<file path="config.mk">
export PLATFORM = sky130hd
export DESIGN_NAME = cpu_addressing_mode_unit
export DESIGN_NICKNAME = d
export VERILOG_FILES = /design/src/cam_pkg.sv /design/src/cpu_addressing_mode_unit.sv /design/src/cam_front.sv /design/src/cam_back.sv
export SDC_FILE = /design/constraint.sdc
export NUM_CORES = 1
export LEC_CHECK = 0
export BUFFER_PORTS_ARGS = -buffer_cell sky130_fd_sc_hd__buf_2
export CORE_MARGIN = 4
export CORE_UTILIZATION = 30
export DETAILED_ROUTE_END_ITERATION = 8
export PLACE_DENSITY = 0.58
export SLEW_MARGIN = 20
export SYNTH_ARGS = -nofsm -noshare
export SYNTH_HDL_FRONTEND = slang
export SYNTH_SLANG_ARGS = --single-unit
</file>
<file path="constraint.sdc">
create_clock -name clock -period 5.55 [get_ports clock]
set_input_delay 1.11 -clock clock [delete_from_list [all_inputs] [get_ports clock]]
set_output_delay 1.11 -clock clock [all_outputs]
set_load 0.02 [all_outputs]
</file>
<file path="src/cam_pkg.sv">
`default_nettype none

package cam_pkg;

   // command codes on the request channel
   localparam logic CMD_START = 1'b0;
   localparam logic CMD_BYTE  = 1'b1;

   // result kinds
   localparam logic KIND_READ = 1'b0;
   localparam logic KIND_DONE = 1'b1;

   localparam int unsigned QUEUE_DEPTH = 2;

   typedef enum logic [2:0] {
      MODE_IMPLIED   = 3'd0,
      MODE_IMMEDIATE = 3'd1,
      MODE_ZERO_PAGE = 3'd2,
      MODE_RELATIVE  = 3'd3,
      MODE_ABSOLUTE  = 3'd4,
      MODE_INDIRECT  = 3'd5,
      MODE_INDEX_X   = 3'd6,
      MODE_INDIRECT_Y = 3'd7
   } mode_type;

   typedef struct packed {
      logic        cmd;
      logic [2:0]  mode;
      logic [15:0] pc_in;
      logic [7:0]  index_offset;
      logic [7:0]  x_reg;
      logic [7:0]  y_reg;
      logic [7:0]  acc;
      logic [7:0]  read_byte;
   } req_type;

   typedef struct packed {
      logic        kind;
      logic [15:0] address;
      logic [15:0] next_pc;
      logic        page_crossed;
      logic [7:0]  alu_value;
      logic        alu_valid;
   } rsp_type;

   // classified word as it sits in the queue
   typedef struct packed {
      logic    is_start;
      logic    is_quick;
      req_type word;
   } entry_type;

   // queue head as seen by the back end
   typedef struct packed {
      logic      valid;
      entry_type entry;
   } head_type;

endpackage

`default_nettype wire

</file>
<file path="src/cpu_addressing_mode_unit.sv">
// path: a word taken on req is held in the queue until the back end pops it, and its
//   result is captured in the result register, which drives rsp
// throughput: one word per cycle; the back end retires the queue head each cycle that
//   the result register is free or being taken, and a stall on rsp reaches req_ready
//   only once the two-entry queue is full
// reset: synchronous, active high; empties the queue and the result register,
//   closes any open sequence and sets indirect_page_wrap to 1
`default_nettype none

module cpu_addressing_mode_unit
   import cam_pkg::*;
(
   input  wire         clock,
   input  wire         reset,
   // request channel
   input  wire         req_valid,
   output logic        req_ready,
   input  req_type     req_data,
   // result channel
   output logic        rsp_valid,
   input  wire         rsp_ready,
   output rsp_type     rsp_data,
   // register port
   input  wire         psel,
   input  wire         penable,
   input  wire         pwrite,
   input  wire  [2:0]  paddr,
   input  wire  [31:0] pwdata,
   output logic [31:0] prdata,
   output logic        pready
);

   logic     wrap_ff;
   head_type head;
   logic     pop;
   logic     csr_write;

   // register file: one bit at byte offset 0, the next word slot decodes to nothing
   assign pready    = 1'b1;
   assign csr_write = psel && penable && pwrite && pready && (paddr[2] == 1'b0);

   always_ff @(posedge clock) begin
      if (reset) begin
         wrap_ff <= 1'b1;
      end else if (csr_write) begin
         wrap_ff <= pwdata[0];
      end
   end

   // read back: unmapped slot reads zero
   always_comb begin
      prdata = '0;
      if (paddr[2] == 1'b0) begin
         prdata = {31'd0, wrap_ff};
      end
   end

   // front: classify each word and hold it in the queue
   cam_front u_front (
      .clock     (clock),
      .reset     (reset),
      .req_valid (req_valid),
      .req_ready (req_ready),
      .req_data  (req_data),
      .head      (head),
      .pop       (pop)
   );

   // back: address sequencer and result register
   cam_back u_back (
      .clock              (clock),
      .reset              (reset),
      .head               (head),
      .pop                (pop),
      .indirect_page_wrap (wrap_ff),
      .rsp_valid          (rsp_valid),
      .rsp_ready          (rsp_ready),
      .rsp_data           (rsp_data)
   );

endmodule

`default_nettype wire

</file>
<file path="src/cam_front.sv">
`default_nettype none

module cam_front
   import cam_pkg::*;
(
   input  wire     clock,
   input  wire     reset,
   input  wire     req_valid,
   output logic    req_ready,
   input  req_type req_data,
   output head_type head,
   input  wire     pop
);

   localparam int unsigned PTR_W = $clog2(QUEUE_DEPTH);
   localparam int unsigned CNT_W = $clog2(QUEUE_DEPTH + 1);

   entry_type              slot_ff [QUEUE_DEPTH];
   logic [PTR_W-1:0]       wr_ptr_ff, wr_ptr_in;
   logic [PTR_W-1:0]       rd_ptr_ff, rd_ptr_in;
   logic [CNT_W-1:0]       count_ff, count_in;
   entry_type              classified;
   logic                   push;
   logic                   do_pop;

   // classify: start or byte, and whether the start finishes with no reads
   always_comb begin
      classified.word     = req_data;
      classified.is_start = (req_data.cmd == CMD_START);
      classified.is_quick = (req_data.cmd == CMD_START) &&
                            ((req_data.mode == MODE_IMPLIED) ||
                             (req_data.mode == MODE_IMMEDIATE));
   end

   assign req_ready = (count_ff != CNT_W'(QUEUE_DEPTH));
   assign push      = req_valid && req_ready;
   assign do_pop    = pop && (count_ff != '0);

   assign head.valid = (count_ff != '0);
   assign head.entry = slot_ff[rd_ptr_ff];

   always_comb begin
      wr_ptr_in = push ? PTR_W'(wr_ptr_ff + 1'b1) : wr_ptr_ff;
      rd_ptr_in = do_pop ? PTR_W'(rd_ptr_ff + 1'b1) : rd_ptr_ff;
      count_in  = count_ff;
      if (push && !do_pop) begin
         count_in = CNT_W'(count_ff + 1'b1);
      end else if (do_pop && !push) begin
         count_in = CNT_W'(count_ff - 1'b1);
      end
   end

   always_ff @(posedge clock) begin
      if (reset) begin
         wr_ptr_ff <= '0;
         rd_ptr_ff <= '0;
         count_ff  <= '0;
      end else begin
         wr_ptr_ff <= wr_ptr_in;
         rd_ptr_ff <= rd_ptr_in;
         count_ff  <= count_in;
      end
   end

   always_ff @(posedge clock) begin
      if (push) begin
         slot_ff[wr_ptr_ff] <= classified;
      end
   end

   a_count_bound: assert property (@(posedge clock) disable iff (reset)
      count_ff <= CNT_W'(QUEUE_DEPTH))
      else $error("queue count beyond depth");

   a_count_track: assert property (@(posedge clock) disable iff (reset)
      (push && !do_pop) |=> (count_ff == CNT_W'($past(count_ff) + 1'b1)))
      else $error("queue count missed a push");

   a_no_pop_empty: assert property (@(posedge clock) disable iff (reset)
      (count_ff == '0) |-> !head.valid)
      else $error("head valid on empty queue");

endmodule

`default_nettype wire

</file>
<file path="src/cam_back.sv">
`default_nettype none

module cam_back
   import cam_pkg::*;
(
   input  wire      clock,
   input  wire      reset,
   input  head_type head,
   output logic     pop,
   input  wire      indirect_page_wrap,
   output logic     rsp_valid,
   input  wire      rsp_ready,
   output rsp_type  rsp_data
);

   logic [2:0]  busy_mode_ff, busy_mode_in;
   logic [2:0]  phase_ff, phase_in;
   logic [15:0] pc_work_ff, pc_work_in;
   logic [7:0]  offset_ff, offset_in;
   logic [7:0]  x_ff, x_in;
   logic [7:0]  y_ff, y_in;
   logic [7:0]  low_ff, low_in;
   logic [15:0] ptr_ff, ptr_in;
   logic        out_valid_ff, out_valid_in;
   rsp_type     out_ff;

   rsp_type     res;
   logic        res_valid;
   req_type     w;
   logic [7:0]  b;
   logic [2:0]  k;
   logic [15:0] pc_inc;
   logic [15:0] sum;

   assign w      = head.entry.word;
   assign b      = w.read_byte;
   assign k      = phase_ff - 3'd1;
   assign pc_inc = pc_work_ff + 16'd1;
   assign pop    = head.valid && (!out_valid_ff || rsp_ready);

   always_comb begin
      busy_mode_in = busy_mode_ff;
      phase_in     = phase_ff;
      pc_work_in   = pc_work_ff;
      offset_in    = offset_ff;
      x_in         = x_ff;
      y_in         = y_ff;
      low_in       = low_ff;
      ptr_in       = ptr_ff;
      res          = '0;
      res_valid    = 1'b0;
      sum          = '0;

      if (head.entry.is_start) begin
         busy_mode_in = w.mode;
         pc_work_in   = w.pc_in;
         offset_in    = w.index_offset;
         x_in         = w.x_reg;
         y_in         = w.y_reg;
         phase_in     = 3'd0;
         res_valid    = 1'b1;
         if (head.entry.is_quick) begin
            res.kind = KIND_DONE;
            if (w.mode == MODE_IMPLIED) begin
               res.next_pc   = w.pc_in;
               res.alu_value = w.acc;
               res.alu_valid = 1'b1;
            end else begin
               res.address = w.pc_in;
               res.next_pc = w.pc_in + 16'd1;
            end
         end else begin
            res.kind    = KIND_READ;
            res.address = w.pc_in;
            phase_in    = 3'd1;
         end
      end else if (phase_ff != 3'd0) begin
         res_valid = 1'b1;
         res.kind  = KIND_READ;
         phase_in  = phase_ff + 3'd1;
         case (busy_mode_ff)
            MODE_ZERO_PAGE: begin
               pc_work_in  = pc_inc;
               res.kind    = KIND_DONE;
               res.address = {8'h00, 8'(b + offset_ff)};
            end
            MODE_RELATIVE: begin
               pc_work_in  = pc_inc;
               res.kind    = KIND_DONE;
               res.address = {{8{b[7]}}, b};
            end
            MODE_ABSOLUTE: begin
               pc_work_in = pc_inc;
               if (k == 3'd0) begin
                  low_in      = b;
                  res.address = pc_inc;
               end else begin
                  sum              = {b, low_ff} + {8'h00, offset_ff};
                  res.kind         = KIND_DONE;
                  res.address      = sum;
                  res.page_crossed = (sum[15:8] != b);
               end
            end
            MODE_INDIRECT: begin
               if (k == 3'd0) begin
                  pc_work_in  = pc_inc;
                  low_in      = b;
                  res.address = pc_inc;
               end else if (k == 3'd1) begin
                  pc_work_in  = pc_inc;
                  ptr_in      = {b, low_ff};
                  res.address = {b, low_ff};
               end else if (k == 3'd2) begin
                  low_in = b;
                  // high byte fetch stays inside the page when enabled
                  if (indirect_page_wrap && (ptr_ff[7:0] == 8'hFF)) begin
                     res.address = {ptr_ff[15:8], 8'h00};
                  end else begin
                     res.address = ptr_ff + 16'd1;
                  end
               end else begin
                  res.kind    = KIND_DONE;
                  res.address = {b, low_ff};
               end
            end
            MODE_INDEX_X: begin
               if (k == 3'd0) begin
                  pc_work_in  = pc_inc;
                  ptr_in      = {8'h00, 8'(b + x_ff)};
                  res.address = {8'h00, 8'(b + x_ff)};
               end else if (k == 3'd1) begin
                  low_in      = b;
                  res.address = {8'h00, 8'(ptr_ff[7:0] + 8'd1)};
               end else begin
                  res.kind    = KIND_DONE;
                  res.address = {b, low_ff};
               end
            end
            MODE_INDIRECT_Y: begin
               if (k == 3'd0) begin
                  pc_work_in  = pc_inc;
                  ptr_in      = {8'h00, b};
                  res.address = {8'h00, b};
               end else if (k == 3'd1) begin
                  low_in      = b;
                  res.address = {8'h00, 8'(ptr_ff[7:0] + 8'd1)};
               end else begin
                  sum              = {b, low_ff} + {8'h00, y_ff};
                  res.kind         = KIND_DONE;
                  res.address      = sum;
                  res.page_crossed = (sum[15:8] != b);
               end
            end
            default: begin
               res_valid = 1'b0;
               phase_in  = 3'd0;
            end
         endcase
         if (res.kind == KIND_DONE) begin
            phase_in    = 3'd0;
            res.next_pc = pc_work_in;
         end
      end
   end

   always_comb begin
      out_valid_in = out_valid_ff;
      if (!out_valid_ff || rsp_ready) begin
         out_valid_in = pop && res_valid;
      end
   end

   always_ff @(posedge clock) begin
      if (reset) begin
         phase_ff     <= '0;
         out_valid_ff <= 1'b0;
      end else begin
         out_valid_ff <= out_valid_in;
         if (pop) begin
            phase_ff <= phase_in;
         end
      end
   end

   always_ff @(posedge clock) begin
      if (pop) begin
         busy_mode_ff <= busy_mode_in;
         pc_work_ff   <= pc_work_in;
         offset_ff    <= offset_in;
         x_ff         <= x_in;
         y_ff         <= y_in;
         low_ff       <= low_in;
         ptr_ff       <= ptr_in;
      end
      if (pop && res_valid) begin
         out_ff <= res;
      end
   end

   assign rsp_valid = out_valid_ff;
   assign rsp_data  = out_ff;

   a_phase_bound: assert property (@(posedge clock) disable iff (reset)
      phase_ff <= 3'd4)
      else $error("sequencer phase out of range");

   a_done_idle: assert property (@(posedge clock) disable iff (reset)
      (out_valid_ff && (out_ff.kind == KIND_DONE)) |-> (phase_ff == 3'd0))
      else $error("done word while sequence still open");

   a_read_busy: assert property (@(posedge clock) disable iff (reset)
      (out_valid_ff && (out_ff.kind == KIND_READ)) |-> (phase_ff != 3'd0))
      else $error("read request with no sequence open");

   a_alu_done: assert property (@(posedge clock) disable iff (reset)
      (out_valid_ff && out_ff.alu_valid) |-> (out_ff.kind == KIND_DONE))
      else $error("alu operand on a read request");

endmodule

`default_nettype wire

</file>
=== Yosys cells after proc, flatten, opt, wreduce, memory -nomap -nowiden ===
Memory sizes are Yosys's and may differ from the RTL's. A register that Yosys moved wholly into a read port is not among the register bits.
Index checks and enable logic that the tools add are counted.
Widths: inputs -> output; s select.

* Input port bits: 102
* Bits in registers: 119
* Output and inout port bits: 78
* Memories kept: 1
* Bits in writable memories: 124
* Word-level logic and storage cells: 158

{| class="wikitable"
|+ Memories
! memory !! depth !! width !! read ports !! clocked after Yosys merged registers in !! write ports !! line !! source
|-
| u_front.slot_ff || 2 || 62 || 1 || 1 || 1 || cam_front.sv:18 || <nowiki>entry_type slot_ff [QUEUE_DEPTH];</nowiki>
|}

* Reductions and logical operators: 35
* Equal/unequal tests: 22
* Add/subtract/negate cells: 14
* Muxes and demuxes: 63
* Bitwise logic cells: 4

{| class="wikitable"
|+ Operator list
! kind !! number
|-
| $mux 16 || 22
|-
| $pmux 17 s6 || 1
|-
| $pmux 16 s3 || 2
|-
| $mux 17 || 3
|-
| $add 16x1->16 const B || 3
|-
| $mux 8 || 6
|-
| $mux 34 || 1
|-
| $mux 33 || 1
|-
| $add 16x8->16 || 2
|-
| $pmux 8 s3 || 1
|-
| $mux 1 || 19
|-
| $add 8x8->8 || 2
|-
| $ne 8x8->1 || 2
|-
| $eq 3x3->1 const B || 4
|-
| $mux 3 || 4
|-
| $logic_and 1x1->1 || 11
|-
| $ne 2x1->1 const B || 5
|-
| $eq 3x2->1 const B || 3
|-
| $logic_not 3->1 || 3
|-
| $reduce_and 9->1 || 1
|-
| $reduce_bool 3->1 || 3
|-
| $add 8x1->8 const B || 1
|-
| $eq 8x8->1 const B || 1
|-
| $reduce_and 8->1 || 1
|-
| 20 further kinds || 36
|}

=== Longest topological paths before layout ===
* Depth after elaboration: 12
* Depth in mapped cells: 14
* Mapped depth without buffers: 12

=== Cells and area by module ===
A second synthesis with hierarchy kept.

* Cell total of the unflattened synthesis: 1273
* Area, all modules: 14026.0 um^2

{| class="wikitable"
|+ Modules (own cells, without submodules)
! module !! area an instance (um^2) !! cells an instance !! seq. area each (um^2) !! times used
|-
| cam_back || 9022.4 || 1014 || 3383.2 || 1
|-
| cam_front || 4688.2 || 219 || 3823.7 || 1
|-
| cpu_addressing_mode_unit || 315.3 || 40 || 20.0 || 1
|}

=== Least setup slack after synthesis ===
No wires, ideal clock.

* Path type: input-to-reg
* Start: input req_valid
* End: memory u_front.slot_ff[0][0] (netlist bit) (enable)
* Slack: 1313 ps
* Data required time: 5070 ps
* Stages on the path: 2
* Library setup time: 480 ps
* Data arrival time: 3757 ps
* Path buffers: 0
* Cells stage by stage: nand2_1 nor2_1

* Longest elaborated chain between the ends: 3

{| class="wikitable"
|+ RTL lines
! what !! line !! source
|-
| start, declared || cpu_addressing_mode_unit.sv:16 || <nowiki>input wire req_valid,</nowiki>
|-
| $logic_and 1x1->1 || cam_front.sv:36 || <nowiki>assign push = req_valid && req_ready;</nowiki>
|-
| $mux 1 || cam_front.sv:66 || <nowiki>if (push) begin</nowiki>
|-
| $mux 1 (implied by the code) || cam_front.sv:67 || <nowiki>slot_ff[wr_ptr_ff] <= classified;</nowiki>
|-
| end, declared || cam_front.sv:18 ||
|}

No other way between the ends.

==> results by group <==
Clock network
  • Deepest clock path buffer count: 3
  • Count of hold buffers inserted by post-cts repair: 0
  • Clock H-tree levels: 1
  • Source-to-sink clock delay at the later pin of the worst-skew pair: 550 ps
  • TritonCTS clock tree: yes
  • Clock slew at reported path FFs: 60 ps
  • Buffers inserted during post-CTS setup optimization: 0
  • Number of gates given a new drive strength after cts: 0
  • Clock Root Buffer: sky130_fd_sc_hd__clkbuf_16
  • Clock sinks: 242
  • Total clock buffers created by CTS: 27

Power and ir drop
  • Internal power of the cells: 4.63 mW
  • Sequential fraction of design power: 0.372
  • Tot Pwr: 7.64 mW
  • Share of power burned in combinational logic: 0.404
  • Max IR drop VDD: 185 uV
  • Leakage dissipation: 5.45 nW
  • Power density over the cells: 500 nW/um^2
  • Switching component of the power: 3.01 mW
  • Clock network power share: 0.224
  • Switching share of total power: 0.394

Worst setup path
  • Largest fanout of any net on the critical path: 42
  • Nature of the critical path startpoint: register
  • Critical setup path kind: reg -> reg
  • Crit path arrival time: 4550 ps
  • Required time of the critical path: 5790 ps
  • Cell count of the worst reg-to-reg path: 10
  • Nature of the critical path endpoint: register

STA
  • Period Utilization, post-route: 0.776
  • Least setup slack across all paths after layout: 1240 ps
  • Slew at the pin closest to its max-slew limit: 1100 ps
  • Pins Over Slew Limit: 0
  • Unrepaired setup endpoints after global routing: false
  • Peak clock frequency supported by timing: 232 MHz
  • Largest clock skew in the final design: 11.4 ps
  • Tightest slew margin relative to the limit: 0.259
  • Final hold violation count: 0
  • Post-route minimum period: 4310 ps
  • Final sum of negative setup slack: 0 ps
  • Final setup violation count: 0

Logic synthesis
  • Main flop type after synthesis: sky130_fd_sc_hd__edfxtp_1
  • Yosys reg bits: 242
  • Number of enable flip-flop cells after synthesis: 232
  • Summed instance area of the synthesized netlist: 13300 sq um
  • Syn avg cell area: 11.7 sq um
  • Synth async-reset ratio: 0
  • Number of different library cells in the post-synthesis netlist: 84
  • Count of synthesis-stage warnings from yosys: 0
  • Cells after synthesis: 1137
  • Post-synthesis sequential area ratio: 0.538

Floorplan
  • Top Ports: 180
  • Standard-cell rows: 76
  • Starting density of the core: 0.306
  • DIE HEIGHT: 219 microns
  • Total die area: 47800 sq um
  • Die span in x: 219 microns
  • Floorplan Core Area: 43500 sq um

Drt
  • DRC Markers: 0
  • Routed wirelength normalized by instance count: 20.9 microns
  • Initial drt markers: 789
  • Detailed-route wire length: 38800 microns
  • Vias per cell: 5.18
  • First-pass DRT Iterations: 5
  • Number of nets with antenna violations after detailed routing: 0
  • Detailed-route via count: 9632

Final layout
  • Layout cells sized above 1: 0.193
  • Synthesis-to-finish area growth: 14.8%
  • Most frequent cells in the layout: sky130_fd_sc_hd__edfxtp_1, sky130_fd_sc_hd__buf_2, sky130_fd_sc_hd__nor2_1, sky130_fd_sc_hd__nand2_1, sky130_fd_sc_hd__a21oi_1
  • Number of nets in the layout: 1401
  • Final standard cell count with taps included and fillers excluded: 1859
  • Antenna fix cells: 0
  • Leading cell type in the layout, fill and taps excluded: sky130_fd_sc_hd__edfxtp_1
  • Final core occ: 0.352

Worst hold path
  • Worst Hold Depth: 2
  • Path class of the lowest-slack min-delay path: reg -> reg

GRT
  • Number of antenna violations at the first check in global routing: 0
  • Global route total overflow: 0
  • Via count of the first global-routing pass: 9520
  • Global-route wire length before repair: 58300 microns
  • GRT Util Overall: 0.158
  • Pin count of the biggest net entering global routing: 62

Placed design
  • Number of port buffers: 114
  • Placed wire-length estimate after detailed placement: 28500 microns
  • Number of placed instances with taps included: 1810
  • Worst setup timing slack at the placement stage: 1310 ps
  • Final weighted congestion in routability-driven placement: 0.975

Flow run
  • Number of max-capacitance violations reported: 0

Outcome
  • Outcome: complete, no violations
[stage by stage]
stage / hold slack [ps] / cell area (sq um)
final: 504 / 15300
after global routing: 545 / 15300
after CTS: 513 / 15300
after detailed placement: 494 / 14400
after global placement: 486 / 14400
after floorplan: 472 / 13400
[per-layer routing]
| metal | global-route usage | wire (microns) | vias to the layer above |
|---|---|---|---|
| met3 | 0.0232 | 2710 | 72 |
| li1 | - | - | 4468 |
| met1 | 0.224 | 17200 | 4674 |
| met2 | 0.251 | 17700 | 418 |
| met5 | 0 | 0 | - |
| met4 | 0.0466 | 1150 | 0 |
[final timing paths]
check	from	to	slack [ps]
worst max-delay path	register	u_back.rsp_data[33]$_DFFE_PP_	1240
worst min-delay path	u_front.count_ff[1]$_SDFFE_PP0P_	u_front.count_ff[1]$_SDFFE_PP0P_	500
worst max register to register	register	u_back.rsp_data[33]$_DFFE_PP_	1240
worst min register to register	u_front.count_ff[1]$_SDFFE_PP0P_	u_front.count_ff[1]$_SDFFE_PP0P_	500
[final cells by class]
type	count	area [sq um]
multi-input combinational	815	5690
clock inverter	19	160
sequential	242	7170
clock buffer	30	687
timing repair buffer	134	721
inverter	34	128
tap	585	732
fill	4349	28200
[power by group through the flow]
stage | Clock (mW) | Sequential [mW] | Combinational [mW]
after global placement | 0 | 2.88 | 3.02
after floorplan | 0 | 2.90 | 2.06
after CTS | 1.76 | 2.85 | 3.08
after detailed placement | 0 | 2.89 | 3.06
after global routing | 1.84 | 2.89 | 3.33
final | 1.71 | 2.84 | 3.09
[flip-flops by register name (all words and copies together) (netlist names), named ones only]
| name | count |
|---|---|
| u_back.busy_mode_ff | 3 |
| u_back.low_ff | 8 |
| u_back.offset_ff | 8 |
| u_back.pc_work_ff | 16 |
| u_back.phase_ff | 3 |
| u_back.ptr_ff | 16 |
| u_back.rsp_data | 43 |
| u_back.rsp_valid | 1 |
| u_back.x_ff | 8 |
| u_back.y_ff | 8 |
| u_front.count_ff | 2 |
| u_front.rd_ptr_ff | 1 |
| u_front.slot_ff | 122 |
| u_front.wr_ptr_ff | 1 |
| wrap_ff | 1 |
[worst max-delay path: stages (launching register included)]
cell and delay [ps]:
sky130_fd_sc_hd__dfxtp_4 730, sky130_fd_sc_hd__mux2i_1 730, sky130_fd_sc_hd__inv_1 530, sky130_fd_sc_hd__ha_1 470, sky130_fd_sc_hd__nand2_1 80, sky130_fd_sc_hd__o21ai_0 170, sky130_fd_sc_hd__or4_1 460, sky130_fd_sc_hd__a21oi_1 190
sky130_fd_sc_hd__xnor2_1 150, sky130_fd_sc_hd__a211oi_1 250, sky130_fd_sc_hd__o2111ai_1 200
[cell usage after synthesis (5+ instances only)]
cell	instances	area share
sky130_fd_sc_hd__xnor2_1	57	0.037
sky130_fd_sc_hd__a31oi_1	8	0.0038
sky130_fd_sc_hd__nand3_1	22	0.0083
sky130_fd_sc_hd__o31ai_1	5	0.0028
sky130_fd_sc_hd__nand2b_1	12	0.0056
sky130_fd_sc_hd__o221ai_1	6	0.0039
sky130_fd_sc_hd__dfxtp_1	10	0.015
sky130_fd_sc_hd__o211ai_1	13	0.0073
sky130_fd_sc_hd__o22ai_1	21	0.0099
sky130_fd_sc_hd__edfxtp_1	232	0.52
sky130_fd_sc_hd__mux2_2	40	0.034
sky130_fd_sc_hd__xor2_1	35	0.023
sky130_fd_sc_hd__nand2_1	80	0.023
sky130_fd_sc_hd__clkbuf_1	21	0.0059
sky130_fd_sc_hd__a211oi_1	11	0.0062
sky130_fd_sc_hd__nor3_1	17	0.0064
sky130_fd_sc_hd__o21ai_0	60	0.023
sky130_fd_sc_hd__nand4_1	12	0.0056
sky130_fd_sc_hd__nor2_1	88	0.025
sky130_fd_sc_hd__nor2b_1	12	0.0056
sky130_fd_sc_hd__o21ai_1	5	0.0019
sky130_fd_sc_hd__o21a_1	8	0.0045
sky130_fd_sc_hd__nand3b_1	5	0.0028
sky130_fd_sc_hd__inv_1	34	0.0096
sky130_fd_sc_hd__buf_4	32	0.018
sky130_fd_sc_hd__buf_2	17	0.0064
sky130_fd_sc_hd__a32oi_1	6	0.0039
sky130_fd_sc_hd__a21oi_1	67	0.025
sky130_fd_sc_hd__and3_1	10	0.0047
sky130_fd_sc_hd__ha_1	41	0.039
sky130_fd_sc_hd__mux2i_1	38	0.029
[kinds of logic after synthesis]
logic type / share of synthesized area
fa+ha+maj: 0.0445
xor+xnor: 0.0605
mux: 0.0645
simple gates: 0.110
compound gates: 0.136
other cells: 0.000564
buf+inv: 0.0458
flops: 0.538
Power figures use the tool's default switching activity.
